`src/rtl/core/rmq_pkg.sv`:
```
// Shared constants, payload types and branch codes for the rotation matrix
// to quaternion pipeline. No dependencies.
package rmq_pkg;

  localparam int FRAC_BITS = 14;
  localparam int FIELD_W   = 16;
  // A sum or difference of two entries.
  localparam int NUM_W     = FIELD_W + 1;
  // Unsigned root argument after clamping.
  localparam int ARG_W     = ((FRAC_BITS > 16) ? FRAC_BITS : 16) + 2;
  // Radicand is the argument scaled by one, rounded up to an even width.
  localparam int RAD_W     = ((ARG_W + FRAC_BITS + 1) / 2) * 2;
  localparam int ROOT_W    = RAD_W / 2;
  localparam int S_W       = ROOT_W + 1;
  localparam int REM_W     = ROOT_W + 2;
  localparam int DVD_W     = NUM_W + FRAC_BITS;
  localparam int MAX_POS   = 2 ** (FIELD_W - 1) - 1;
  localparam int MAX_NEG   = 2 ** (FIELD_W - 1);

  // Branch codes: which quaternion part is built from the root.
  localparam logic [1:0] SEL_W = 2'd0;
  localparam logic [1:0] SEL_X = 2'd1;
  localparam logic [1:0] SEL_Y = 2'd2;
  localparam logic [1:0] SEL_Z = 2'd3;

  typedef logic signed [FIELD_W-1:0] field_t;
  typedef logic signed [NUM_W-1:0]   num_t;

  // Beat payload leaving the front stage: branch and three numerators,
  // ordered by ascending output position with the branch's part skipped.
  typedef struct packed {
    logic [1:0]  sel;
    num_t [2:0]  num;
  } front_t;

  // Beat payload riding along the divider lanes.
  typedef struct packed {
    logic [1:0]     sel;
    field_t         big;
    logic [S_W-1:0] s;
    logic [2:0]     neg;
  } div_pay_t;

endpackage

```
`src/rtl/core/rmq_front.sv`:
```
// Front stage: trace, branch choice, clamped root argument and numerators.
// Depends on rmq_pkg.
module rmq_front (
  input  logic                         clk,
  input  logic                         rst_n,
  input  logic                         in_valid,
  output logic                         in_ready,
  input  rmq_pkg::field_t [8:0]        in_m,
  output logic                         out_valid,
  input  logic                         out_ready,
  output logic [rmq_pkg::RAD_W-1:0]    out_rad,
  output rmq_pkg::front_t              out_pay
);
  import rmq_pkg::*;

  localparam logic signed [ARG_W:0] ONE = (ARG_W + 1)'(2 ** FRAC_BITS);

  logic                    v_r;
  logic [RAD_W-1:0]        rad_r, rad_nxt;
  front_t                  pay_r, pay_nxt;
  logic signed [NUM_W:0]   trace;
  logic signed [ARG_W:0]   e00, e11, e22, arg_s;
  logic [ARG_W-1:0]        arg_u;
  num_t                    d21_12, d02_20, d10_01, s01_10, s02_20, s12_21;

  // Branch selection, root argument and numerators.
  always_comb begin
    trace = (NUM_W + 1)'(in_m[0]) + (NUM_W + 1)'(in_m[4]) + (NUM_W + 1)'(in_m[8]);
    e00 = (ARG_W + 1)'(in_m[0]);
    e11 = (ARG_W + 1)'(in_m[4]);
    e22 = (ARG_W + 1)'(in_m[8]);
    d21_12 = NUM_W'(in_m[7]) - NUM_W'(in_m[5]);
    d02_20 = NUM_W'(in_m[2]) - NUM_W'(in_m[6]);
    d10_01 = NUM_W'(in_m[3]) - NUM_W'(in_m[1]);
    s01_10 = NUM_W'(in_m[1]) + NUM_W'(in_m[3]);
    s02_20 = NUM_W'(in_m[2]) + NUM_W'(in_m[6]);
    s12_21 = NUM_W'(in_m[5]) + NUM_W'(in_m[7]);
    if (trace > 0) begin
      pay_nxt.sel = SEL_W;
      arg_s = ONE + e00 + e11 + e22;
      pay_nxt.num = {d10_01, d02_20, d21_12};
    end else if (in_m[0] > in_m[4] && in_m[0] > in_m[8]) begin
      pay_nxt.sel = SEL_X;
      arg_s = ONE + e00 - e11 - e22;
      pay_nxt.num = {s02_20, s01_10, d21_12};
    end else if (in_m[4] > in_m[8]) begin
      pay_nxt.sel = SEL_Y;
      arg_s = ONE + e11 - e00 - e22;
      pay_nxt.num = {s12_21, s01_10, d02_20};
    end else begin
      pay_nxt.sel = SEL_Z;
      arg_s = ONE + e22 - e00 - e11;
      pay_nxt.num = {s12_21, s02_20, d10_01};
    end
    // A negative argument is clamped to zero.
    arg_u   = arg_s[ARG_W] ? '0 : arg_s[ARG_W-1:0];
    rad_nxt = RAD_W'(arg_u) << FRAC_BITS;
  end

  assign in_ready = !v_r || out_ready;

  always_ff @(posedge clk) begin
    if (!rst_n) begin
      v_r <= 1'b0;
    end else if (in_ready) begin
      v_r <= in_valid;
    end
  end

  always_ff @(posedge clk) begin
    if (in_ready) begin
      rad_r <= rad_nxt;
      pay_r <= pay_nxt;
    end
  end

  assign out_valid = v_r;
  assign out_rad   = rad_r;
  assign out_pay   = pay_r;

endmodule

```
`config.mk`:
```
export PLATFORM = sky130hd
export DESIGN_NAME = rmq_front
export DESIGN_NICKNAME = d
export VERILOG_FILES = /design/src/rtl/core/rmq_pkg.sv /design/src/rtl/core/rmq_front.sv
export SDC_FILE = /design/constraint.sdc
export NUM_CORES = 1
export LEC_CHECK = 0
export BUFFER_PORTS_ARGS = -buffer_cell sky130_fd_sc_hd__buf_2
export CAP_MARGIN = 10
export CORE_MARGIN = 1.5
export CORE_UTILIZATION = 43
export DETAILED_ROUTE_END_ITERATION = 7
export HOLD_SLACK_MARGIN = 0.12
export MAX_ROUTING_LAYER = met4
export PLACE_DENSITY_LB_ADDON = 0.2
export SLEW_MARGIN = 0
export SYNTH_ARGS = -nofsm -noshare
export SYNTH_HDL_FRONTEND = slang
export SYNTH_SLANG_ARGS = --single-unit
```
`constraint.sdc`:
```
create_clock -name clk -period 13.66 [get_ports clk]
set_input_delay 2.732 -clock clk [delete_from_list [all_inputs] [get_ports clk]]
set_output_delay 2.732 -clock clk [all_outputs]
set_load 0.01 [all_outputs]
```
# [Word-level counts from Yosys, hierarchy flattened]
# Cells that the tools add are included.
[word_totals] register_bits=72 in_bits=148 output_inout_bits=87 word_cells=40
[classes] addsub=19 n_lt_le_gt_ge=4 muxes=6 n_reduce_logical=4
[ops] operator="$mux 52" n=2
[ops] operator="$add 16x16->17" n=4
[ops] operator="$mux 19" n=3
[ops] operator="$sub 18x16->19" n=3
[ops] operator="$sub 17x16->18" n=3
[ops] operator="$add 16x16->17 const A" n=3
[ops] operator="$mux 51" n=1
[ops] operator="$sub 16x16->17" n=3
[ops] operator="$gt 16x16->1" n=3
[ops] operator="$add 17x16->18" n=2
[ops] operator="$add 18x16->19" n=1
[ops] operator="$gt 18x1->1 const B" n=1
[ops] operator="$reduce_or 2->1" n=1
[ops] operator="$logic_and 1x1->1" n=1
[ops] operator="$logic_not 1->1" n=1
[ops] operator="$logic_or 1x1->1" n=1

# [Logic depth before layout (Yosys ltp)]
[logic_depth] depth_word=6 mapped_depth=19 mapped_depth_nobuf=18

# [Least setup slack after synthesis]
# OpenSTA, ideal clock, no wires.
[synth_path] path_type="input -> output" from="input out_ready" to="output in_ready" arrival_time_ps=4553 required_time_ps=10928 slack_ps=6375 path_stages=1 cell_sequence="nand2b_1"
[synth_between] elab_chain_len=1
[synth_rtl] element="from (decl)" line="rmq_front.sv:10" text="input logic out_ready,"
[synth_rtl] element="$logic_or 1x1->1" line="rmq_front.sv:60" text="assign in_ready = !v_r || out_ready;"
[synth_rtl] element="to (decl)" line="rmq_front.sv:7" text="output logic in_ready,"
# Every way passes these cells.

==> summary.txt <==
Cells and area
  – Share of layout cells above drive strength 1: 13.9%
  – # fillers: 3561
  – Syn-to-layout area delta: 11.3%
  – Post-layout util: 48.7%
  – Post-route cell area: roughly 17000 um2
  – Register Area: approximately 2200 um2
  – Nets@finish: 2537
  – Area of the multi-input gates: around 12000 um2

Die
  – Cell Rows: 69
  – Core box area: 35600 um2
  – Die Ht: 193 um
  – Ports: 235
  – Initial Util: 43.8%
  – Die Area: between 30000 and 40000 um2
  – Die X: slightly below 200 um

Critical path
  – Worst Path Arrival: 7440 ps
  – Worst setup SP type: input pin
  – Critical path fanouts, max: 37
  – Crit path from: in_m[0]
  – Critical path endpoint category: flip-flop
  – WP data required: about 14000 ps
  – Worst r2r src: out_valid
  – CP Class: in2reg

STA
  – Max-slew violations: 0
  – RSZ-0062 raised after global routing: no
  – Worst Skew: 16.0 ps
  – Final hold violation count: 0
  – Final worst slack: 6320 ps
  – Final setup viols: 0
  – Total negative slack: 0 ps
  – Worst slew margin: 24.8%
  – Highest clock rate: around 140 MHz
  – Minimum clock period: approximately 7300 ps
  – Slew @ Worst Pin: 1130 ps
  – Period utilization: 53.7%

Global route
  – Vias in the first global route: 12800
  – First-pass GRT wire length: roughly 72000 um
  – Global Route Usage Sum: 24.9%
  – Largest net degree at the start of global routing: 74
  – Initial antenna violation count: 4
  – Gr ovfl total: 0

Placement
  – Post-place instance area: 17000 um2
  – Hpwl dp: 38900 um
  – Setup WS pre-CTS: 5990 ps
  – PortBufs: 220
  – Placer Congestion: 0.962

Run status
  – Status: completed

Clock tree
  – Clock transition at path regs: approximately 60 ps
  – Maximum clock path buffer count: 2
  – Max H-tree Level: 3
  – Post-CTS repair timing setup buffer count: 0
  – Hold_buf cts: 0
  – PostCTS Resize Cnt: 0
  – Clock buffer count from CTS: 9
  – Clk root buf: clkbuf_16
  – Later-pin clock latency in the skew report: 360 ps
  – CTS tree: yes
  – Sink Count: 72

Logic synthesis
  – Ys Warns: 0
  – Post-Synthesis Cell Area: 15600 um2
  – #FFs+latches synth: 72
  – Part of the Yosys area used for sequential elements: 13.8%
  – Most used DFF post-synth: edfxtp_1
  – Syn Area/Cell: 8.42 um2
  – Async S/R FF share, synth: 0%
  – Post-synth top area share: 22.7%
  – EDFF count, synth: between 70 and 80
  – Cells after Synth: 1849
  – Largest cells by area after synthesis: ha_1, edfxtp_1, fa_1
  – Area leader, netlist: ha_1
  – Yosys cell types: 87

Detailed routing
  – Iteration-0 DRC Markers: ~1100
  – Routed wire length per instance: 18.6 um
  – Via count: approximately 14000
  – Drc violations: 0
  – WL final: between 40000 and 50000 um
  – Post-DR vias/cell: 5.45
  – Post-DRT Antenna Nets: 0
  – DRT Pass-1 Iters: 7

Min path
  – HP Class: reg2reg
  – Hold_sp: out_valid

Run
  – Max-cap violations: 0

Pwr
  – Maximum vdd drop: approximately 0.078 mV
  – Leakage: 8.36 nW
  – Cell Pwr Density: 109 nW/um2
-- area by class of cell --
class / instances / area share [%]
Multi-Input combinational cell: 1489 / 70.8
Sequential cell: 72 / 12.4
Timing Repair Buffer: 227 / 6.66
Inverter: 226 / 4.90
Tap cell: 461 / 3.33
Clock buffer: 10 / 1.32
Clock inverter: 6 / 0.535
Antenna cell: 5 / 0.0722
-- where the power goes --
group	internal [W]	switching (W)	leakage, nW
clock	0.000161	0.000102	0.149
sequential	0.000354	0.0000376	0.758
combinational	0.000484	0.000747	7.45
-- logic make-up after synthesis --
family / count (synthesis) / share of synthesized area [%]
compound gates: 484 / 20.9
xor+xnor: 127 / 7.24
fa+ha+maj: 364 / 33.2
buf+inv: 301 / 7.89
flops: 72 / 13.8
mux: 36 / 2.35
other cells: 1 / 0.0241
simple gates: 464 / 14.5
-- flip-flops by register name, indices dropped and copies added, names as in the netlist --
name and flops:
out_rad 18, out_valid 1, out_pay 53
-- routing by layer --
metal	vias up	share of wire, %	wire length, um	global-route usage [%]
met1	6413	51	23500	37.6
met4	0	1.7	775	5.46
li1	6739	-	-	-
met3	37	7.0	3230	3.94
met5	-	0	0	-
met2	403	41	18900	34.4
-- worst paths after layout --
check	endpoint	slack (ps)	depth (start not counted)
setup / recovery	out_pay[14]	6320	16
hold / removal	out_pay[33]	1100	2
setup reg to reg	out_pay[37]	12080	2
hold reg to reg	out_pay[33]	1100	2
-- stage by stage --
stage               power (W)  hold slack [ps]  cells
global route          0.00203             1180   2495
floorplan             0.00123             2160   1862
detailed placement    0.00161             1140   2475
global placement      0.00160             1130   2475
finish                0.00189             1100   2496
CTS                   0.00188             1160   2491
-- critical path, cell delays in order --
cell	delay, ps
buf_2	140
inv_1	150
fa_1	470
inv_1	80
ha_1	190
fa_1	430
nor3b_1	470
nand4_1	210
a311oi_1	440
nand4_1	210
a2111oi_4	300
a31oi_4	130
buf_4	280
nor2_2	900
nand2_1	140
o21a_1	150
-- cell usage after synthesis, drive strengths merged, types with 14 or more instances --
library cell and number:
ha 282, inv 226, nor2 150, a21oi 138
nand2 96, o21ai 91, xnor2 84, fa 82
edfxtp 71, nor3 52, xor2 43, clkbuf 39
a211oi 36, buf 36, nand2b 35, a21o 33
mux2i 32, nor2b 29, o21a 21, nand3 20
a31oi 19, and3 17, o31ai 17, o21bai 14
o41ai 14
-- layout by cell type (no fill, tap or decap), types with 11 or more instances in the layout --
master	count
a211oi_1	31
a21o_1	33
a21oi_1	138
a221oi_1	11
a31oi_1	18
and3_1	17
buf_2	220
conb_1	14
edfxtp_1	71
fa_1	82
ha_1	282
inv_1	226
mux2i_1	32
nand2_1	96
nand2b_1	34
nand3_1	20
nor2_1	149
nor2b_1	29
nor3_1	51
nor4_1	12
o211ai_1	13
o21a_1	21
o21ai_0	77
o21ai_1	13
o21bai_1	14
o31ai_1	16
o41ai_1	14
xnor2_1	83
xor2_1	42
Power figures use the tool's default switching activity.
