**src/rtl/core/rmq_pkg.sv**
```systemverilog
// Shared constants, payload types and branch codes for the rotation matrix
// to quaternion pipeline. No dependencies.
package rmq_pkg;

  localparam int FRAC_BITS = 14;
  localparam int FIELD_W   = 16;
  // A sum or difference of two entries.
  localparam int NUM_W     = FIELD_W + 1;
  // Unsigned root argument after clamping.
  localparam int ARG_W     = ((FRAC_BITS > 16) ? FRAC_BITS : 16) + 2;
  // Radicand is the argument scaled by one, rounded up to an even width.
  localparam int RAD_W     = ((ARG_W + FRAC_BITS + 1) / 2) * 2;
  localparam int ROOT_W    = RAD_W / 2;
  localparam int S_W       = ROOT_W + 1;
  localparam int REM_W     = ROOT_W + 2;
  localparam int DVD_W     = NUM_W + FRAC_BITS;
  localparam int MAX_POS   = 2 ** (FIELD_W - 1) - 1;
  localparam int MAX_NEG   = 2 ** (FIELD_W - 1);

  // Branch codes: which quaternion part is built from the root.
  localparam logic [1:0] SEL_W = 2'd0;
  localparam logic [1:0] SEL_X = 2'd1;
  localparam logic [1:0] SEL_Y = 2'd2;
  localparam logic [1:0] SEL_Z = 2'd3;

  typedef logic signed [FIELD_W-1:0] field_t;
  typedef logic signed [NUM_W-1:0]   num_t;

  // Beat payload leaving the front stage: branch and three numerators,
  // ordered by ascending output position with the branch's part skipped.
  typedef struct packed {
    logic [1:0]  sel;
    num_t [2:0]  num;
  } front_t;

  // Beat payload riding along the divider lanes.
  typedef struct packed {
    logic [1:0]     sel;
    field_t         big;
    logic [S_W-1:0] s;
    logic [2:0]     neg;
  } div_pay_t;

endpackage

```
**src/rtl/core/rmq_sqrt.sv**
```systemverilog
// Pipelined integer square root, one result bit per stage, carrying the
// front payload alongside. Depends on rmq_pkg.
module rmq_sqrt (
  input  logic                         clk,
  input  logic                         rst_n,
  input  logic                         in_valid,
  output logic                         in_ready,
  input  logic [rmq_pkg::RAD_W-1:0]    in_rad,
  input  rmq_pkg::front_t              in_pay,
  output logic                         out_valid,
  input  logic                         out_ready,
  output logic [rmq_pkg::ROOT_W-1:0]   out_root,
  output rmq_pkg::front_t              out_pay
);
  import rmq_pkg::*;

  localparam int N = ROOT_W;

  logic [N-1:0]        v_r;
  logic [N:0]          rdy;
  logic [RAD_W-1:0]    rad_r  [N];
  logic [REM_W-1:0]    rem_r  [N];
  logic [ROOT_W-1:0]   root_r [N];
  front_t              pay_r  [N];
  logic [RAD_W-1:0]    rad_nxt  [N];
  logic [REM_W-1:0]    rem_nxt  [N];
  logic [ROOT_W-1:0]   root_nxt [N];
  front_t              pay_nxt  [N];

  // Stall chain: a stage loads when it is empty or its successor loads.
  always_comb begin
    rdy[N] = out_ready;
    for (int k = N - 1; k >= 0; k--) begin
      rdy[k] = !v_r[k] || rdy[k+1];
    end
  end

  // One digit step per stage.
  always_comb begin
    logic [RAD_W-1:0]  rad_s;
    logic [REM_W-1:0]  rem_s, rem_t, trial;
    logic [ROOT_W-1:0] root_s;
    for (int k = 0; k < N; k++) begin
      if (k == 0) begin
        rad_s      = in_rad;
        rem_s      = '0;
        root_s     = '0;
        pay_nxt[k] = in_pay;
      end else begin
        rad_s      = rad_r[k-1];
        rem_s      = rem_r[k-1];
        root_s     = root_r[k-1];
        pay_nxt[k] = pay_r[k-1];
      end
      rem_t = {rem_s[REM_W-3:0], rad_s[RAD_W-1:RAD_W-2]};
      trial = {root_s, 2'b01};
      if (rem_t >= trial) begin
        rem_nxt[k]  = rem_t - trial;
        root_nxt[k] = {root_s[ROOT_W-2:0], 1'b1};
      end else begin
        rem_nxt[k]  = rem_t;
        root_nxt[k] = {root_s[ROOT_W-2:0], 1'b0};
      end
      rad_nxt[k] = {rad_s[RAD_W-3:0], 2'b00};
    end
  end

  always_ff @(posedge clk) begin
    if (!rst_n) begin
      v_r <= '0;
    end else begin
      for (int k = 0; k < N; k++) begin
        if (rdy[k]) begin
          v_r[k] <= (k == 0) ? in_valid : v_r[k-1];
        end
      end
    end
  end

  always_ff @(posedge clk) begin
    for (int k = 0; k < N; k++) begin
      if (rdy[k]) begin
        rad_r[k]  <= rad_nxt[k];
        rem_r[k]  <= rem_nxt[k];
        root_r[k] <= root_nxt[k];
        pay_r[k]  <= pay_nxt[k];
      end
    end
  end

  assign in_ready  = rdy[0];
  assign out_valid = v_r[N-1];
  assign out_root  = root_r[N-1];
  assign out_pay   = pay_r[N-1];

  // The partial remainder never exceeds twice the partial root.
  a_rem_bound: assert property (@(posedge clk) disable iff (!rst_n)
    v_r[N-1] |-> (rem_r[N-1] <= REM_W'({root_r[N-1], 1'b0})))
    else $error("sqrt remainder out of bound");

endmodule

```
**config.mk**
```make
export PLATFORM = sky130hd
export DESIGN_NAME = rmq_sqrt
export DESIGN_NICKNAME = d
export VERILOG_FILES = /design/src/rtl/core/rmq_pkg.sv /design/src/rtl/core/rmq_sqrt.sv
export SDC_FILE = /design/constraint.sdc
export NUM_CORES = 1
export LEC_CHECK = 0
export BUFFER_PORTS_ARGS = -buffer_cell sky130_fd_sc_hd__buf_4
export CORE_MARGIN = 4
export CORE_UTILIZATION = 50
export DETAILED_ROUTE_END_ITERATION = 8
export PLACE_DENSITY = 0.66
export SLEW_MARGIN = 20
export SYNTH_ARGS = -nofsm -noshare
export SYNTH_HDL_FRONTEND = slang
export SYNTH_SLANG_ARGS = --single-unit
```
**constraint.sdc**
```tcl
create_clock -name clk -period 17.45 [get_ports clk]
set_input_delay 0.8725 -clock clk [delete_from_list [all_inputs] [get_ports clk]]
set_output_delay 0.8725 -clock clk [all_outputs]
set_load 0.02 [all_outputs]
```
-- After elaboration in Yosys (flattened, before gate mapping)
Memories as Yosys holds them, arrays and structs flattened.
Cells that the tools add are included.
- register bits after elaboration: 16
- memory bits (writable): 1872
- input port bits: 89
- output and inout port bits: 71
- word-level logic and storage cells: 148
- memories kept: 4
- memory list (memory ; depth ; bits a word ; read ports ; clocked after Yosys merged registers in ; wr ports ; line ; RTL):
    pay_r ; 16 ; 53 ; 16 ; 0 ; 16 ; rmq_sqrt.sv:24 ; front_t pay_r [N];
    rad_r ; 16 ; 30 ; 15 ; 0 ; 16 ; rmq_sqrt.sv:21 ; logic [RAD_W-1:0] rad_r [N];
    rem_r ; 16 ; 18 ; 15 ; 0 ; 16 ; rmq_sqrt.sv:22 ; logic [REM_W-1:0] rem_r [N];
    root_r ; 16 ; 16 ; 16 ; 0 ; 16 ; rmq_sqrt.sv:23 ; logic [ROOT_W-1:0] root_r [N];
- add/subtract/negate cells: 16
- $lt $le $gt $ge: 16
- muxes and demuxes: 64
- reductions and logical operators: 32
- operator list (operator ; number):
    18-bit 2-to-1 mux ; 16
    18-bit >= comparator ; 15
    18-bit subtractor ; 15
    1-bit 2-to-1 mux ; 48
    1-bit logical NOT ; 16
    1-bit logical OR ; 16
    2-bit by 1-bit subtractor with 3-bit output (second input constant) ; 1
    2-bit by 1-bit >= comparator with 1-bit output (second input constant) ; 1

-- Depth between registers and ports, before layout
- depth in word-level cells: 19
- mapped depth: 12

-- Worst setup path after synthesis
OpenSTA, ideal clock, no wires.
- path kind: input port to flip-flop
- from: input out_ready
- to: memory pay_r[0][265] in the netlist's numbering (enable)
- arrival: 6.181 ns
- required time: 17.037 ns
- slack: 10.856 ns
- stages: 6
- buffers on the path: 0
- cell sequence: nor2b_1 > inv_1 > nor2_1 > and3_1 > inv_1 > or2_2
- RTL lines (element ; line ; RTL):
    start: declaration ; rmq_sqrt.sv:11 ; input logic out_ready,
    end: declaration ; rmq_sqrt.sv:24 ;

-- Worst setup path after layout
- from: register v_r[15]
- to: output in_ready
- cells in the longest elaborated chain, start to end: 17
- RTL lines (element ; line ; RTL):
    start: declaration ; rmq_sqrt.sv:19 ; logic [N-1:0] v_r;
    start signal: indexed assignment ; rmq_sqrt.sv:74 ; v_r[k] <= (k == 0) ? in_valid : v_r[k-1];
    1-bit logical NOT ; rmq_sqrt.sv:34 ; rdy[k] = !v_r[k] || rdy[k+1];
    1-bit logical OR ; rmq_sqrt.sv:34 ;
    net rdy[15] ; rmq_sqrt.sv:20 ; logic [N:0] rdy;
    1-bit logical OR (15 in series) ; rmq_sqrt.sv:34 ;
    end: declaration ; rmq_sqrt.sv:7 ; output logic in_ready,
The timed path passes the listed nets, and every way through them passes these cells.

==> impl_metrics.toml <==
[hold_path]
hp-class = "input port to register"

[layout]
diodes = 0
fin_nets = 3438
postLayoutCellArea_sq_mm = 0.06111
fillers = 7630
layout.cells.most_common_list = "sky130_fd_sc_hd__edfxtp_1 (1448), sky130_fd_sc_hd__inv_1 (188), sky130_fd_sc_hd__buf_4 (172), sky130_fd_sc_hd__ha_1 (152), sky130_fd_sc_hd__clkbuf_16 (143)"
final_common_cell = "sky130_fd_sc_hd__edfxtp_1"
synthToLayoutAreaGrowth_pct = 14.50
drive_gt1_frac = 0.1380

[floorplanning]
num_io_pins = 160
rows = 119
initial_utilization = 0.5056
die-width_microns = 334.7
die-area_sq_mm = 0.1120
area_of_the_core_region_sq_mm = 0.1056
die_h_microns = 334.7

[synth]
synthDominantCellAreaShare = 0.8147
ys.flop_type = "sky130_fd_sc_hd__edfxtp_1"
cell_type_with_the_largest_total_area_after_synthesis = "sky130_fd_sc_hd__edfxtp_1"
synthesis.nets = 3138
edff_count_synth = 1448
post_synthesis_async_set_or_reset_flop_share = 0
syn-cell-area_sq_mm = 0.05337
synth-seq-area-share = 0.8207
synth_area_leaders = "sky130_fd_sc_hd__edfxtp_1 (81%), sky130_fd_sc_hd__ha_1 (3.6%), sky130_fd_sc_hd__xnor2_1 (1.6%), sky130_fd_sc_hd__inv_1 (1.4%), sky130_fd_sc_hd__mux2_2 (1.1%)"
synth_seq_cells = 1464
syn_area_per_cell_sq_um = 18.42
synth_warn = 0
synth.lib_cells_used.distinct = 69
gate_count_of_the_mapped_netlist = 2897

[clock_network]
postCtsResizedCells = 0
htree_levels = 4
clock_transition_at_the_register_clock_pins_on_the_worst_setup_and_hold_paths_after_cts_ns = 0.06
cts_inserted_buffers = 143
cts_sinks = 1464
clock_insertion_delay_worst_skew_ns = 0.75
clock_path_buffers = 3
root_buffer = "sky130_fd_sc_hd__clkbuf_16"
post_cts.repair.setup_buffers = 0
holdBufCountCts = 0
clock_tree_from_tritoncts = "yes"

[job]
cap_violations = 0

[setup_path]
cp-start-kind = "register"
crit_path_max_fo = 30
regToRegSetupSlack_ns = 13.86
arrival_ns = 3.74
critical_path.endpoint_type = "output pin"
timing.setup.critical_path_class = "register to output pin"
endpoint_required_time_on_the_critical_path_ns = 16.58

[status]
outcome = "complete, no violations"

[timing]
final_min_period_over_clock_period = 0.2643
worst_pin_slew_ns = 0.9817
fin_setup_tns_ns = 0
final_setup_viols = 0
post-route-min-period_ns = 4.611
report.final.slew_viol_count = 0
rsz0062_at_grt = "false"
worst_max_slew_margin_expressed_relative_to_the_limit = 0.3455
timing_hold_violations_final = 0
finClkSkew_ns = 0.04404
fmax_mhz = 216.9
finalWorstSetupSlack_ns = 12.84

[pwr]
pwr_density_cell_mw_per_mm2 = 136.9
vdd_ir_drop_max_uv = 99.66
total_leakage_power_nw = 23.63

[detailed_routing]
drt_iter0_markers = 1502
drt-pass1-iter-count = 5
drt_drc_violations_left = 0
routed-via-count = 23800
drt-vias-per-instance = 5.069
drt.antenna.violating_nets = 0
detail_route.wl_per_cell_microns = 17.00
wl_microns = 79820

[place]
gpl_congestion = 0.8805
detailedPlace.worstSlack_ns = 12.93
placed_cell_area_sq_mm = 0.05643
hpwl_dp_microns = 55050
numPortBuffers = 159

[global_routing]
grt_pass1_wl_microns = 129600
initial_antenna_violation_count = 0
total_global_routing_track_utilization = 0.1448
grt_max_degree = 93
grt_pass1_vias = 24670
grt_overflow = 0
==> power by group <==
group          switching [W]  leakage [nW]  internal, W
combinational       0.000478          6.23     0.000426
clock                0.00125          2.23      0.00171
sequential          0.000195          15.2      0.00430
total                0.00192          23.6      0.00644
==> stage by stage <==
stage	hold slack [ns]	std cells	util	power [W]
2_1_floorplan	0.4003	2897	-	0.005179
3_3_place_gp	0.4009	4443	0.5346	0.005422
6_report	0.3100	4695	0.5789	0.008366
3_5_place_dp	0.4045	4443	0.5346	0.005469
4_1_cts	0.2488	4695	0.5786	0.008454
5_1_grt	0.2579	4695	0.5789	0.008767
==> metal layers <==
metal / global-route usage / wire [microns] / vias up
met3: 0.02913 / 3117 / 174
met5: 0 / 0 / -
met4: 0.05922 / 2558 / 0
met1: 0.1812 / 33700 / 11500
li1: - / - / 11670
met2: 0.2494 / 40450 / 466
==> cell usage after synthesis, types with 16 or more instances <==
cell,n
sky130_fd_sc_hd__xnor2_1,97
sky130_fd_sc_hd__ha_1,152
sky130_fd_sc_hd__o21a_1,50
sky130_fd_sc_hd__xor2_1,53
sky130_fd_sc_hd__edfxtp_1,1448
sky130_fd_sc_hd__nand3_1,31
sky130_fd_sc_hd__nor3_1,43
sky130_fd_sc_hd__a21o_1,36
sky130_fd_sc_hd__a211oi_1,16
sky130_fd_sc_hd__dfxtp_1,16
sky130_fd_sc_hd__nand2_1,98
sky130_fd_sc_hd__nor2_1,111
sky130_fd_sc_hd__nand4_1,18
sky130_fd_sc_hd__a21oi_1,99
sky130_fd_sc_hd__o21ai_0,95
sky130_fd_sc_hd__nand2b_1,25
sky130_fd_sc_hd__mux2_2,50
sky130_fd_sc_hd__inv_1,195
sky130_fd_sc_hd__nor4_1,23
sky130_fd_sc_hd__or4_1,17
sky130_fd_sc_hd__or3_1,17
sky130_fd_sc_hd__nor2b_1,33
==> flip-flops by register name (all words and copies together), names as in the netlist <==
| signal | flops |
|---|---|
| rem_r | 224 |
| v_r | 16 |
| root_r | 136 |
| rad_r | 240 |
| pay_r | 848 |
==> final timing paths <==
kind,startpoint,endpoint,cells after the start
worst max-delay path,v_r[15]$_SDFFE_PN0P_,in_ready,8
worst min-delay path,in_pay[0],pay_r[0][0]$_DFFE_PP_,1
worst max register to register,v_r[15]$_SDFFE_PN0P_,rad_r[0][15]$_DFFE_PP_,8
worst min register to register,pay_r[1][15]$_DFFE_PP_,pay_r[1][68]$_DFFE_PP_,0
==> logic make-up (layout without fill, tap and decap cells) <==
group | after synthesis | after routing | share of synthesized area
flip-flops | 1464 | 1464 | 0.8207
adder cells (fa/ha/maj) | 152 | 152 | 0.03563
other | 1 | 1 | 0.00007026
XOR/XNOR | 150 | 150 | 0.02462
AO/OA/AOI/OAI | 378 | 378 | 0.04529
buffers and inverters | 217 | 624 | 0.01540
AND/OR/NAND/NOR | 478 | 478 | 0.04640
multiplexers | 57 | 57 | 0.01186
==> cell type report <==
type / instances / area, sq um / area share
sequential: 1464 / 43800 / 0.7168
multi-input combinational: 1216 / 8828 / 0.1445
clock buffer: 175 / 3709 / 0.06069
tap: 1391 / 1740 / 0.02848
timing repair buffer: 177 / 1348 / 0.02205
clock inverter: 77 / 942.2 / 0.01542
inverter: 195 / 740.7 / 0.01212
==> critical path, stage by stage (launching register included) <==
cell and delay [ns]:
sky130_fd_sc_hd__dfxtp_1 0.32, sky130_fd_sc_hd__nor2b_1 0.38, sky130_fd_sc_hd__inv_2 0.08, sky130_fd_sc_hd__nor2_1 0.41, sky130_fd_sc_hd__and3_1 0.42, sky130_fd_sc_hd__and3_1 0.29, sky130_fd_sc_hd__and2_1 0.40, sky130_fd_sc_hd__nand3_4 0.39
sky130_fd_sc_hd__buf_4 0.31
No activity file was read; power rests on OpenSTA's default activity.
